==> config.mk <==
export PLATFORM = sky130hd
export DESIGN_NAME = deauth_frame_filter
export DESIGN_NICKNAME = d
export VERILOG_FILES = /design/src/rtl/dff_pkg.sv /design/src/rtl/dff_front.sv /design/src/rtl/dff_queue.sv /design/src/rtl/dff_back.sv /design/src/rtl/deauth_frame_filter.sv
export SDC_FILE = /design/constraint.sdc
export NUM_CORES = 1
export LEC_CHECK = 0
export BUFFER_PORTS_ARGS = -buffer_cell sky130_fd_sc_hd__buf_2
export CAP_MARGIN = 20
export CELL_PAD_IN_SITES_DETAIL_PLACEMENT = 1
export CELL_PAD_IN_SITES_GLOBAL_PLACEMENT = 1
export CORE_ASPECT_RATIO = 0.75
export CORE_UTILIZATION = 48
export CTS_BUF_LIST = sky130_fd_sc_hd__clkbuf_8
export DETAILED_ROUTE_END_ITERATION = 8
export PLACE_DENSITY = 0.74
export SETUP_SLACK_MARGIN = 0.2
export SYNTH_ARGS = -nofsm -noshare
export SYNTH_HDL_FRONTEND = slang
export SYNTH_SLANG_ARGS = --single-unit
==> constraint.sdc <==
create_clock -name clk -period 10.4 [get_ports clk]
set_input_delay 1.04 -clock clk [delete_from_list [all_inputs] [get_ports clk]]
set_output_delay 1.04 -clock clk [all_outputs]
set_load 0.005 [all_outputs]
==> src/rtl/dff_pkg.sv <==
`default_nettype none

package dff_pkg;

  // frame layout
  localparam int unsigned POS_W       = 5;
  localparam int unsigned POS_MAX     = 31;
  localparam int unsigned HDR_LEN     = 24;
  localparam int unsigned FCS_LEN     = 4;
  localparam int unsigned ALERT_POS   = HDR_LEN + FCS_LEN - 1;
  localparam int unsigned DEST_FIRST  = 4;
  localparam int unsigned DEST_LAST   = 9;
  localparam int unsigned BSSID_FIRST = 10;
  localparam int unsigned BSSID_LAST  = 15;
  localparam int unsigned SRC_FIRST   = 16;
  localparam int unsigned SRC_LAST    = 21;

  // frame control byte
  localparam logic [7:0] TYPE_MASK      = 8'h0C;
  localparam logic [7:0] SUBTYPE_MASK   = 8'hF0;
  localparam logic [3:0] TYPE_MGMT      = 4'h0;
  localparam logic [3:0] SUBTYPE_DEAUTH = 4'hC;

  localparam int unsigned MAC_W  = 48;
  localparam int unsigned CHAN_W = 4;

  // alert queue, depth must be a power of two
  localparam int unsigned QDEPTH = 4;
  localparam int unsigned QAW    = $clog2(QDEPTH);
  localparam int unsigned QCW    = $clog2(QDEPTH + 1);

  // register map
  localparam int unsigned PADDR_W  = 4;
  localparam int unsigned PDATA_W  = 64;
  localparam logic        REG_TARGET = 1'b0;

  typedef struct packed {
    logic [7:0]        data_byte;
    logic              last_byte;
    logic              is_management;
    logic [CHAN_W-1:0] channel;
  } in_t;

  typedef struct packed {
    logic [MAC_W-1:0]  source_mac;
    logic [MAC_W-1:0]  dst_mac;
    logic [MAC_W-1:0]  alert_bssid;
    logic [CHAN_W-1:0] alert_channel;
  } out_t;

  typedef struct packed {
    logic valid;
    out_t item;
  } alert_t;

  function automatic logic is_deauth(input logic [7:0] fc);
    logic [7:0] t;
    logic [7:0] s;
    t = (fc & TYPE_MASK) >> 2;
    s = (fc & SUBTYPE_MASK) >> 4;
    return (t[3:0] == TYPE_MGMT) && (s[3:0] == SUBTYPE_DEAUTH);
  endfunction

endpackage

`default_nettype wire

==> src/rtl/dff_front.sv <==
`default_nettype none

module dff_front (
  input  wire logic                     clk,
  input  wire logic                     rst,
  input  wire logic                     accept,
  input  wire dff_pkg::in_t             item,
  input  wire logic [dff_pkg::MAC_W-1:0] target,
  output dff_pkg::alert_t               push
);

  logic [dff_pkg::POS_W-1:0] pos;
  logic                      frame_is_mgmt;
  logic                      header_is_deauth;
  logic                      bssid_matches;
  logic [dff_pkg::MAC_W-1:0] dest_store;
  logic [dff_pkg::MAC_W-1:0] source_store;

  logic       in_dest;
  logic       in_bssid;
  logic       in_src;
  logic [2:0] bsel;
  logic [7:0] want;

  assign in_dest  = (pos >= dff_pkg::POS_W'(dff_pkg::DEST_FIRST)) &&
                    (pos <= dff_pkg::POS_W'(dff_pkg::DEST_LAST));
  assign in_bssid = (pos >= dff_pkg::POS_W'(dff_pkg::BSSID_FIRST)) &&
                    (pos <= dff_pkg::POS_W'(dff_pkg::BSSID_LAST));
  assign in_src   = (pos >= dff_pkg::POS_W'(dff_pkg::SRC_FIRST)) &&
                    (pos <= dff_pkg::POS_W'(dff_pkg::SRC_LAST));

  // first bssid byte is the most significant one
  assign bsel = 3'(dff_pkg::POS_W'(dff_pkg::BSSID_LAST) - pos);
  assign want = 8'(target >> {bsel, 3'b000});

  always_ff @(posedge clk) begin
    if (rst) begin
      pos              <= '0;
      frame_is_mgmt    <= 1'b0;
      header_is_deauth <= 1'b0;
      bssid_matches    <= 1'b1;
    end else if (accept) begin
      if (pos == '0) begin
        frame_is_mgmt    <= item.is_management;
        header_is_deauth <= dff_pkg::is_deauth(item.data_byte);
        bssid_matches    <= 1'b1;
      end else if (in_bssid && (want != item.data_byte)) begin
        bssid_matches <= 1'b0;
      end
      if (item.last_byte) begin
        pos <= '0;
      end else if (pos < dff_pkg::POS_W'(dff_pkg::POS_MAX)) begin
        pos <= pos + 1'b1;
      end
    end
  end

  always_ff @(posedge clk) begin
    if (accept && in_dest) begin
      dest_store <= {dest_store[dff_pkg::MAC_W-9:0], item.data_byte};
    end
    if (accept && in_src) begin
      source_store <= {source_store[dff_pkg::MAC_W-9:0], item.data_byte};
    end
  end

  // flags are settled long before the alert position
  always_comb begin
    push.valid              = accept && item.last_byte && frame_is_mgmt &&
                              header_is_deauth && bssid_matches &&
                              (pos >= dff_pkg::POS_W'(dff_pkg::ALERT_POS));
    push.item.source_mac    = source_store;
    push.item.dst_mac       = dest_store;
    push.item.alert_bssid   = target;
    push.item.alert_channel = item.channel;
  end

`ifndef ASSERT_OFF
  a_pos_restart: assert property (@(posedge clk) disable iff (rst)
    (accept && item.last_byte) |=> (pos == '0))
    else $error("byte position not restarted after frame end");

  a_alert_long: assert property (@(posedge clk) disable iff (rst)
    push.valid |-> (pos >= dff_pkg::POS_W'(dff_pkg::ALERT_POS)) && frame_is_mgmt)
    else $error("alert raised for short or non-management frame");
`endif

endmodule

`default_nettype wire

==> src/rtl/dff_queue.sv <==
`default_nettype none

module dff_queue (
  input  wire logic            clk,
  input  wire logic            rst,
  input  wire dff_pkg::alert_t push,
  input  wire logic            pop,
  output logic                 full,
  output dff_pkg::alert_t      head
);

  dff_pkg::out_t             mem [dff_pkg::QDEPTH];
  logic [dff_pkg::QAW-1:0]   wptr;
  logic [dff_pkg::QAW-1:0]   rptr;
  logic [dff_pkg::QCW-1:0]   count;
  logic [dff_pkg::QCW-1:0]   count_next;

  assign full       = (count == dff_pkg::QCW'(dff_pkg::QDEPTH));
  assign head.valid = (count != '0);
  assign head.item  = mem[rptr];

  always_comb begin
    count_next = count;
    if (push.valid && !pop) begin
      count_next = count + 1'b1;
    end else if (!push.valid && pop) begin
      count_next = count - 1'b1;
    end
  end

  always_ff @(posedge clk) begin
    if (rst) begin
      wptr  <= '0;
      rptr  <= '0;
      count <= '0;
    end else begin
      if (push.valid) begin
        wptr <= wptr + 1'b1;
      end
      if (pop) begin
        rptr <= rptr + 1'b1;
      end
      count <= count_next;
    end
  end

  always_ff @(posedge clk) begin
    if (push.valid) begin
      mem[wptr] <= push.item;
    end
  end

`ifndef ASSERT_OFF
  a_no_overflow: assert property (@(posedge clk) disable iff (rst)
    push.valid |-> !full)
    else $error("alert queue overflow");

  a_no_underflow: assert property (@(posedge clk) disable iff (rst)
    pop |-> head.valid)
    else $error("alert queue underflow");
`endif

endmodule

`default_nettype wire

==> src/rtl/dff_back.sv <==
`default_nettype none

module dff_back (
  input  wire logic            clk,
  input  wire logic            rst,
  input  wire dff_pkg::alert_t head,
  output logic                 pop,
  output logic                 out_valid,
  input  wire logic            out_ready,
  output dff_pkg::out_t        out_item
);

  assign pop = head.valid && (!out_valid || out_ready);

  always_ff @(posedge clk) begin
    if (rst) begin
      out_valid <= 1'b0;
    end else if (pop) begin
      out_valid <= 1'b1;
    end else if (out_ready) begin
      out_valid <= 1'b0;
    end
  end

  always_ff @(posedge clk) begin
    if (pop) begin
      out_item <= head.item;
    end
  end

`ifndef ASSERT_OFF
  a_load_after_pop: assert property (@(posedge clk) disable iff (rst)
    pop |=> out_valid)
    else $error("output register not loaded after queue pop");
`endif

endmodule

`default_nettype wire

==> src/rtl/deauth_frame_filter.sv <==
`default_nettype none

// Deauthentication frame filter. Takes a received 802.11 frame one byte per
// transaction on the input channel, FCS included, with last_byte set on the
// final byte. Byte 0 is checked for a management deauthentication frame
// control field, the destination (bytes 4-9) and source (bytes 16-21) are
// captured, and the BSSID (bytes 10-15) is compared byte by byte against
// watch_bssid. When a frame that was flagged management at byte 0, is
// deauthentication, matches the watched BSSID and is at least 28 bytes long
// ends, one alert transaction appears on the output channel carrying source,
// destination, the watched BSSID and the channel seen with the last byte.
// Rate: one byte per clock while in_ready is high, with no gaps between frames.
// An alert is decided combinationally by the front end and enters the queue at
// the edge that takes its last byte; it then moves into the output register
// once that register is empty or being taken by out_ready.
// in_ready only drops while the four-entry alert queue is full, which takes
// four alerts held back by out_ready on top of the one in the output
// register. watch_bssid sits at byte address 0 of the APB port (64-bit
// data, low 48 bits used); change it only while no frame is in progress.
module deauth_frame_filter (
  input  wire logic                        clk,
  input  wire logic                        rst,
  // byte stream
  input  wire logic                        in_valid,
  output logic                             in_ready,
  input  wire dff_pkg::in_t                in_item,
  // alerts
  output logic                             out_valid,
  input  wire logic                        out_ready,
  output dff_pkg::out_t                    out_item,
  // register port
  input  wire logic                        psel,
  input  wire logic                        penable,
  input  wire logic                        pwrite,
  input  wire logic [dff_pkg::PADDR_W-1:0] paddr,
  input  wire logic [dff_pkg::PDATA_W-1:0] pwdata,
  output logic [dff_pkg::PDATA_W-1:0]      prdata,
  output logic                             pready
);

  logic [dff_pkg::MAC_W-1:0] watch_bssid;
  logic                      q_full;
  logic                      q_pop;
  logic                      accept;
  dff_pkg::alert_t           push;
  dff_pkg::alert_t           head;

  // register port, word select on bit 3, byte offset ignored
  assign pready = 1'b1;

  always_ff @(posedge clk) begin
    if (rst) begin
      watch_bssid <= '0;
    end else if (psel && penable && pwrite && (paddr[3] == dff_pkg::REG_TARGET)) begin
      watch_bssid <= pwdata[dff_pkg::MAC_W-1:0];
    end
  end

  always_comb begin
    if (paddr[3] == dff_pkg::REG_TARGET) begin
      prdata = dff_pkg::PDATA_W'(watch_bssid);
    end else begin
      prdata = '0;
    end
  end

  // input side only waits on a full alert queue
  assign in_ready = !q_full;
  assign accept   = in_valid && in_ready;

  // front end: byte position, header flags, address capture
  dff_front u_front (
    .clk    (clk),
    .rst    (rst),
    .accept (accept),
    .item   (in_item),
    .target (watch_bssid),
    .push   (push)
  );

  // pending alerts between front and back
  dff_queue u_queue (
    .clk  (clk),
    .rst  (rst),
    .push (push),
    .pop  (q_pop),
    .full (q_full),
    .head (head)
  );

  // back end: output register toward the consumer
  dff_back u_back (
    .clk       (clk),
    .rst       (rst),
    .head      (head),
    .pop       (q_pop),
    .out_valid (out_valid),
    .out_ready (out_ready),
    .out_item  (out_item)
  );

endmodule

`default_nettype wire

# After elaboration in Yosys (flattened, before gate mapping)
# Memories as Yosys holds them, arrays and structs flattened. A register that Yosys moved wholly into a read port is not among the register bits.
# Index checks and enable logic that the tools add are counted.
[classes] addsub=6 order_cmp=8 n_eq_ne=3 shifts=1 muxes=11 n_bitwise=1 reduce_logical=34
[ops] cell="$mux W48" n=1
[ops] cell="$shr A48 B6 Y8" n=1
[ops] cell="$logic_and A1 B1 Y1" n=19
[ops] cell="$ge A5 B5 Y1 const B" n=2
[ops] cell="$le A5 B4 Y1 const B" n=2
[ops] cell="$mux W5" n=2
[ops] cell="$ne A8 B8 Y1" n=1
[ops] cell="$reduce_bool A2 Y1" n=4
[ops] cell="$mux W1" n=6
[ops] cell="$mux W3" n=2
[ops] cell="$reduce_and A2 Y1" n=3
[ops] cell="$add A5 B1 Y5 const B" n=1
[ops] cell="$ge A5 B3 Y1 const B" n=1
[ops] cell="$ge A5 B4 Y1 const B" n=1
[ops] cell="$le A5 B5 Y1 const B" n=1
[ops] cell="$logic_not A5 Y1" n=1
[ops] cell="$lt A5 B5 Y1 const B" n=1
[ops] cell="$add A2 B1 Y2 const B" n=2
[ops] cell="$eq A4 B4 Y1 const B" n=1
[ops] cell="$logic_not A1 Y1" n=4
[ops] cell="$logic_not A4 Y1" n=1
[ops] cell="$add A3 B1 Y3 const B" n=1
[ops] cell="$eq A3 B3 Y1 const B" n=1
[ops] cell="$reduce_bool A3 Y1" n=1
[ops] cell="other kinds (4)" n=4
[word_totals] regBits=160 ramBits=592 input_bits=89 output_inout_bits=215 wordCells=76 memories=1
[memory_table] name="u_queue.mem" words=4 word_bits=148 rd=1 rd_ports_with_merged_regs=1 write_ports=1 line_no="dff_queue.sv:12" text="dff_pkg::out_t mem [dff_pkg::QDEPTH];"

# Depth between registers and ports, before layout
# Gate-level depths: netlist (run 1).
[depth] word_depth=12 ltp_mapped=10 depth_no_buf=10

# Modules after synthesis
# From an unflattened synthesis (run 1), not the netlist that was laid out.
[hier_totals] cells_unflattened=1544 hier_area_um2=33362.0
[by_module_without_submodules] mod="dff_queue" n_inst=1 cells_each=817 area_per_inst_um2=21904.8 seq_area_each_um2=17957.2
[by_module_without_submodules] mod="dff_back" n_inst=1 cells_each=153 area_per_inst_um2=4499.3 seq_area_each_um2=4464.3
[by_module_without_submodules] mod="dff_front" n_inst=1 cells_each=291 area_per_inst_um2=4345.4 seq_area_each_um2=3042.9
[by_module_without_submodules] mod="deauth_frame_filter" n_inst=1 cells_each=283 area_per_inst_um2=2612.5 seq_area_each_um2=960.9

# Worst setup path before layout (run 1)
# No wires, ideal clock.
[synth_path] kind="input -> register" start="input out_ready" end="register u_queue.count[2] (netlist bit)" setup_ps=70 arrival_time_ps=9875 t_required_ps=10330 setup_slack_ps=455 cell_stages=9 n_path_buf=0 path_cell_list="inv_1 > a21oi_1 > inv_1 > ha_1 > inv_1 > fa_1 > xor2_1 > or3_1 > a21oi_1"
[synth_between] elab_chain_cells=5 word_cells_on_any_way=7 classes_between="mux (1); reduce/logical (6)"
[synth_lines] item="from (decl)" line_no="deauth_frame_filter.sv:29" text="input wire logic out_ready,"
[synth_lines] item="$logic_or A1 B1 Y1 (*)" line_no="dff_back.sv:13" text="assign pop = head.valid && (!out_valid || out_ready);"
[synth_lines] item="$logic_and A1 B1 Y1 (*)" line_no="dff_back.sv:13"
[synth_lines] item="named net q_pop" line_no="deauth_frame_filter.sv:43" text="logic q_pop;"
[synth_lines] item="$logic_not A1 Y1" line_no="dff_queue.sv:24" text="if (push.valid && !pop) begin"
[synth_lines] item="$logic_and A1 B1 Y1" line_no="dff_queue.sv:24"
[synth_lines] item="$mux W3 / $reduce_bool A2 Y1 (equally long branches)"
[synth_lines] item="to (signal assigned)" line_no="dff_queue.sv:43" text="count <= count_next;"
[synth_lines] item="to (decl)" line_no="dff_queue.sv:15" text="logic [dff_pkg::QCW-1:0] count;"
# Mark *: on every way through the listed nets, which the timed path passes. The rest lies on a longest branch.
# A chain may end at the register's enable or synchronous reset.

==> results of run 1 <==
==> state kept, by name, indices dropped and copies added (netlist names) <==
register                  flops
u_queue.wptr                  2
u_queue.count                 3
u_front.frame_is_mgmt         1
u_queue.mem                 592
watch_bssid                  48
u_back.out_valid              1
u_back.out_item             148
u_front.source_store         48
u_queue.rptr                  2
u_front.dest_store           48
u_front.header_is_deauth      1
u_front.pos                   5
u_front.bssid_matches         1
==> power groups by stage <==
stage | clock, mW | combinational (mW) | sequential (mW)
after floorplan | 0 | 0.676 | 4.61
after global placement | 0 | 1.18 | 4.58
after detailed placement | 0 | 1.21 | 4.59
after CTS | 2.73 | 1.21 | 4.52
after global routing | 2.87 | 1.28 | 4.54
final | 2.65 | 1.17 | 4.51
==> cell families (layout without fill, tap and decap cells) <==
| logic type | after synthesis | after routing | synth area share (%) |
|---|---|---|---|
| buffers and inverters | 89 | 535 | 1.40 |
| AO/OA/AOI/OAI | 82 | 82 | 1.44 |
| flip-flops | 900 | 900 | 82.0 |
| adder cells (fa/ha/maj) | 10 | 10 | 0.412 |
| multiplexers | 175 | 175 | 11.2 |
| other | 2 | 17 | 0.0234 |
| XOR/XNOR | 5 | 5 | 0.136 |
| AND/OR/NAND/NOR | 225 | 225 | 3.34 |
==> path summary, 6_finish.rpt <==
| check | from | end | slack, ns | cells after the start |
|---|---|---|---|---|
| worst max register to register | u_front.pos[0] | u_queue.mem[0][62] | 5.74 | 7 |
| worst min register to register | u_front.header_is_deauth | u_front.header_is_deauth | 0.48 | 2 |
| worst max-delay path | u_front.pos[0] | u_queue.mem[0][62] | 5.74 | 7 |
| worst min-delay path | u_front.header_is_deauth | u_front.header_is_deauth | 0.48 | 2 |
==> area by class of cell <==
| type | instances | area, um^2 |
|---|---|---|
| Clock buffer | 144 | 1980 |
| Clock inverter | 92 | 470 |
| Fill cell | 5794 | 28800 |
| Inverter | 10 | 37.5 |
| Multi-Input combinational cell | 514 | 5410 |
| Sequential cell | 900 | 26400 |
| Tap cell | 871 | 1090 |
| Timing Repair Buffer | 289 | 1520 |
==> critical path: cells and delay by family (launching register included) <==
family	cells	cell delay, ns
compound gates	1	0.08
flops	1	0.31
fa+ha+maj	1	0.30
simple gates	2	1.51
buf+inv	3	1.97
==> per-stage QoR <==
step                std cells  cell area [um^2]
detailed placement       2583             34400
global placement         2583             34400
finish                   2820             36900
global route             2820             36900
CTS                      2819             36900
floorplan                1503             32200
==> metal layers <==
| metal | vias to the layer above | global-route usage, % |
|---|---|---|
| met5 | - | 0 |
| li1 | 6671 | - |
| met2 | 407 | 33.9 |
| met4 | 0 | 6.83 |
| met3 | 96 | 4.41 |
| met1 | 7985 | 27.2 |
==> synthesized netlist by cell type (2+ instances only) <==
cell type,n
buf_1,12
xor2_1,3
nand2b_1,2
buf_4,18
nand3_1,4
nor3_1,6
o21ai_0,5
mux2i_1,27
a211oi_1,2
buf_2,14
a21oi_1,57
mux4_2,148
clkbuf_1,32
o22ai_1,6
nor2_1,37
o31a_1,5
buf_6,2
ha_1,9
or4_1,2
inv_1,10
and3_1,2
nor2b_1,48
conb_1,2
edfxtp_1,836
and2_1,4
nand2_1,103
nor3b_1,3
xnor2_1,2
nor4_2,2
nor4_1,6
dfxtp_1,64
o21a_1,2
==> flow_summary.toml, run 1 <==
[status]
status = "complete, no violations"

[synth]
synth_top_area_cell = "edfxtp_1"
synth-seq-cells = 900
synth_top_area_share_pct = 78.1
yosysUniqueCellTypes = 45
synth_flop_cell = "edfxtp_1"
synth_area_um2 = 32200
syn_avg_cell_area_um2 = 21.6
seq_area_frac_synth_pct = 82.0
synth-edff-count = 836
synthArstFlopShare_pct = 0
syn_inst = 1488
synth.area.top_cells = "edfxtp_1 (78%), mux4_2 (10%), dfxtp_1 (4.0%)"
yosysWarnings = 0

[setup_path]
crit_fanout = 59
cp_common_cell = "buf_4"
end_kind = "register"
required_ns = 10.77
cpPeakStageDelay_ns = 0.82
critical_path_class = "reg -> reg"
cp_slowest_cell = "buf_4"
crit_path_cell_trace = "buf_4 > ha_1 > a211oi_1 > nor4_2 > and2_4 > buf_4 > buf_4"
start_kind = "register"
worstPathArrival_ns = 5.03

[pwr]
p_switching_mw = 2.12
pwr_density_cell_nw_per_um2 = 226
clock_power_share_pct = 31.8
p_sw_share_pct = 25.4
power_mw = 8.34
p_int_mw = 6.22
peakVddDrop_uv = 118
p_comb_share_pct = 14.1
seq_power_share_pct = 54.1
leakagePower_nw = 11.7

[floorplanning]
fp-row-count = 81
dieHeight_um = 226
dieWidth_um = 301
initial_core_util_pct = 49.0
die_area_um2 = 68000
io_pins = 304
coreArea_um2 = 65700

[clock_tree]
cts_buffers = 138
clk_pin_slew_worst_paths_ns = 0.06
cts_hold_buf = 0
ctsLongestPathBuffers = 3
cts_tree = "yes"
clockRootBuffer = "clkbuf_8"
ctsResizeCount = 0
h-tree-depth = 4
insertion_delay_ns = 0.77
clock-sinks = 900
cts_setup_buffers = 0

[timing]
fmax_mhz = 214
worst_hold_slack_ns = 0.476
maxSlewHeadroom_pct = 31.1
finClkSkew_ns = 0.0341
slew_viol_final = 0
min_period_ns = 4.66
fin_crit_sh_pct = 44.8
tightest_slew_ns = 1.03
rsz0062_at_grt = "no"
timing.final.ws_setup_ns = 5.74
fin_tns_setup_ns = 0
setup_violations = 0
hold_viol = 0

[layout]
diodes = 0
fin_nets = 1952
final_cell_mix = "edfxtp_1 (836), buf_2 (267), mux4_2 (148), clkbuf_8 (144), nand2_1 (103)"
area_growth_pct = 14.8
utilization_pct = 56.2
final_common_cell = "edfxtp_1"
drive_gt1_share_pct = 31.5

[drt]
drtIter0Drc = 1035
wirelength_met1_um = 28900
wl_per_cell_um = 24.2
wl_met3_um = 3280
topRoutingLayerUsed = "met4"
drt-total-wl_um = 68100
num_vias = 15159
dr_wl_met2_um = 34700
drtPass1Iterations = 5
viasPerCell = 5.38
drc = 0
ant_nets = 0

[placement]
gp_congestion = 0.797
dp_hpwl_um = 40200
pre_cts_slack_ns = 5.28
io_buffers = 267

[grt]
grt_pass1_vias = 16366
grt_max_degree = 67
antenna_found_initial = 0
overflow = 0
grtUsageTotal_pct = 20.5
grt_pass1_wl_um = 102000

[job]
drv_cap = 0

[hold_path]
hold_path_class = "reg -> reg"
Note: power is estimated with default switching activity, not from simulation.
==> run 2: changes to the inputs <==
--- a/config.mk
+++ b/config.mk
@@ -10,10 +10,10 @@
 export CELL_PAD_IN_SITES_DETAIL_PLACEMENT = 1
 export CELL_PAD_IN_SITES_GLOBAL_PLACEMENT = 1
 export CORE_ASPECT_RATIO = 0.75
-export CORE_UTILIZATION = 48
+export CORE_UTILIZATION = 52
 export CTS_BUF_LIST = sky130_fd_sc_hd__clkbuf_8
 export DETAILED_ROUTE_END_ITERATION = 8
-export PLACE_DENSITY = 0.74
+export PLACE_DENSITY = 0.77
 export SETUP_SLACK_MARGIN = 0.2
 export SYNTH_ARGS = -nofsm -noshare
 export SYNTH_HDL_FRONTEND = slang
==> constraint.sdc (replaced) <==
create_clock -name clk -period 4.5 [get_ports clk]
set_input_delay 0.45 -clock clk [delete_from_list [all_inputs] [get_ports clk]]
set_output_delay 0.45 -clock clk [all_outputs]
set_load 0.005 [all_outputs]
==> flow_summary.toml, run 2 (synthesized netlist as in run 1, its figures left out) <==
[status]
status = "complete, no violations"

[clock_tree]
clock-sinks = 900
clockRootBuffer = "clkbuf_8"
h-tree-depth = 4
insertion_delay_ns = 0.76
clk_pin_slew_worst_paths_ns = 0.06
ctsLongestPathBuffers = 3
cts_setup_buffers = 0
cts_tree = "yes"
cts_buffers = 134

[drt]
drt-total-wl_um = 70200
wl_per_cell_um = 25.0
drtPass1Iterations = 4
viasPerCell = 5.50
num_vias = 15480
drc = 0
ant_nets = 0
drtIter0Drc = 1314

[setup_path]
worstPathArrival_ns = 3.51
worstSetupStartpoint = "u_front.pos[0]"
endpoint = "u_queue.mem[2][53]"
critical_path_class = "reg -> reg"
reg2reg_slack_ns = 1.36
cpPeakStageDelay_ns = 0.63
cp_slowest_cell = "nor4_2"
end_kind = "register"
start_kind = "register"
required_ns = 4.87
r2r_cells = 5
reg2reg_from = "u_front.pos[0]"
crit_fanout = 78
r2r-end = "u_queue.mem[2][53]"
crit_path_cell_trace = "ha_1 > a211oi_1 > nor4_2 > and2_4 > buf_12"

[grt]
grtUsageTotal_pct = 22.7
overflow = 0
grt_pass1_wl_um = 103000
grt_max_degree = 151
antenna_found_initial = 2
grt_pass1_vias = 16671

[timing]
fin_crit_sh_pct = 69.7
slew_viol_final = 0
min_period_ns = 3.14
tightest_slew_ns = 1.07
hold_viol = 0
fin_tns_setup_ns = 0
timing.final.ws_setup_ns = 1.36
setup_violations = 0
rsz0062_at_grt = "no"
finClkSkew_ns = 0.0233
maxSlewHeadroom_pct = 28.5
fmax_mhz = 319

[placement]
gp_congestion = 0.813
pre_cts_slack_ns = 1.33
dp_hpwl_um = 40200
placed_cells = 2513
io_buffers = 267

[layout]
drive_gt1_share_pct = 31.5
reg.largest.list = "u_queue.mem (592), u_back.out_item (148)"
fin_nets = 2005
final_cell_mix = "edfxtp_1 (836), buf_2 (267), mux4_2 (148), clkbuf_8 (140), nand2_1 (103)"
stdcell_count = 2814
final_common_cell = "edfxtp_1"
max_flop_register = "u_queue.mem"
area_growth_pct = 17.1
largest_register_ffs = 592

[floorplanning]
die_area_um2 = 62900
dieWidth_um = 289
dieHeight_um = 217
io_pins = 304
initial_core_util_pct = 52.9
fp-row-count = 78
coreArea_um2 = 60800

[pwr]
leakagePower_nw = 12.0
pwr_density_cell_nw_per_um2 = 518
peakVddDrop_uv = 365

[hold_path]
hold_path_class = "in -> reg"
whs_path_depth = 1

[job]
drv_cap = 0
==> run 2: cell types whose count changed in the layout (fill, tap and decap cells not counted), sizes merged <==
cell and delta:
clkinv +7, dlygate4sd3 +57, bufinv +2, diode +3, clkinvlp +2, clkbuf -4, inv -2
==> run 2: per-layer routing <==
layer	share of wire (%)	wire (um)	up-vias	track usage [%]
met5	0	0	-	0
met4	2.6	1850	0	8.88
met3	5.6	3950	139	5.29
met2	50	35500	525	37.0
met1	41	29000	8037	29.8
li1	-	-	6779	-
==> run 2: stage by stage <==
stage | hold slack (ns) | total power [mW] | instance area [um^2] | utilization [%]
after floorplan | 0.437 | 12.1 | 32200 | -
after global placement | 0.445 | 13.3 | 34500 | 56.8
after detailed placement | 0.469 | 13.4 | 34500 | 56.8
after CTS | 0.000387 | 19.7 | 37600 | 61.9
after global routing | 0.0205 | 20.2 | 37600 | 61.9
final | 0.0687 | 19.5 | 37600 | 61.9
==> run 2: worst min-delay path by stage <==
stage	start	endpoint	slack (ns)
detailed placement	u_front.header_is_deauth	u_front.header_is_deauth	0.47
global placement	u_front.header_is_deauth	u_front.header_is_deauth	0.44
CTS	in_item[6]	u_front.source_store[0]	0.0004
global route	in_item[6]	u_front.source_store[0]	0.02
finish	in_item[6]	u_front.source_store[0]	0.07
floorplan	u_front.header_is_deauth	u_front.header_is_deauth	0.44
==> run 2: final cells by class <==
cell class              instances  area, um^2
fillers                      5218       23200
clock buffers                 140        1930
well taps                     800        1000
multi-input cells             514        5420
diodes                          3        7.51
flip-flops and latches        900       26400
clock inverters               101         627
repair buffers                346        2230
inverters                      10        37.5
==> run 2: report_power, final <==
part           switching (mW)  internal (mW)
sequential              0.384           10.0
combinational            1.49           1.27
clock                    3.11           3.21
total                    4.98           14.5
==> run 2: critical path: cells and delay by family, from the launching register on <==
kind                       cells  cell delay, ns
buffers and inverters          1            0.44
AOI/OAI and AO/OA              1            0.09
and+or+nand+nor                2            1.23
DFF                            1            0.60
adders and majority gates      1            0.30
==> run 2: repair_timing <==
action	4_1_cts	5_1_grt
resized for setup	0	0
hold buffers	57	0
setup endpoints to repair	0	0
endpoints found under the hold margin	71	0
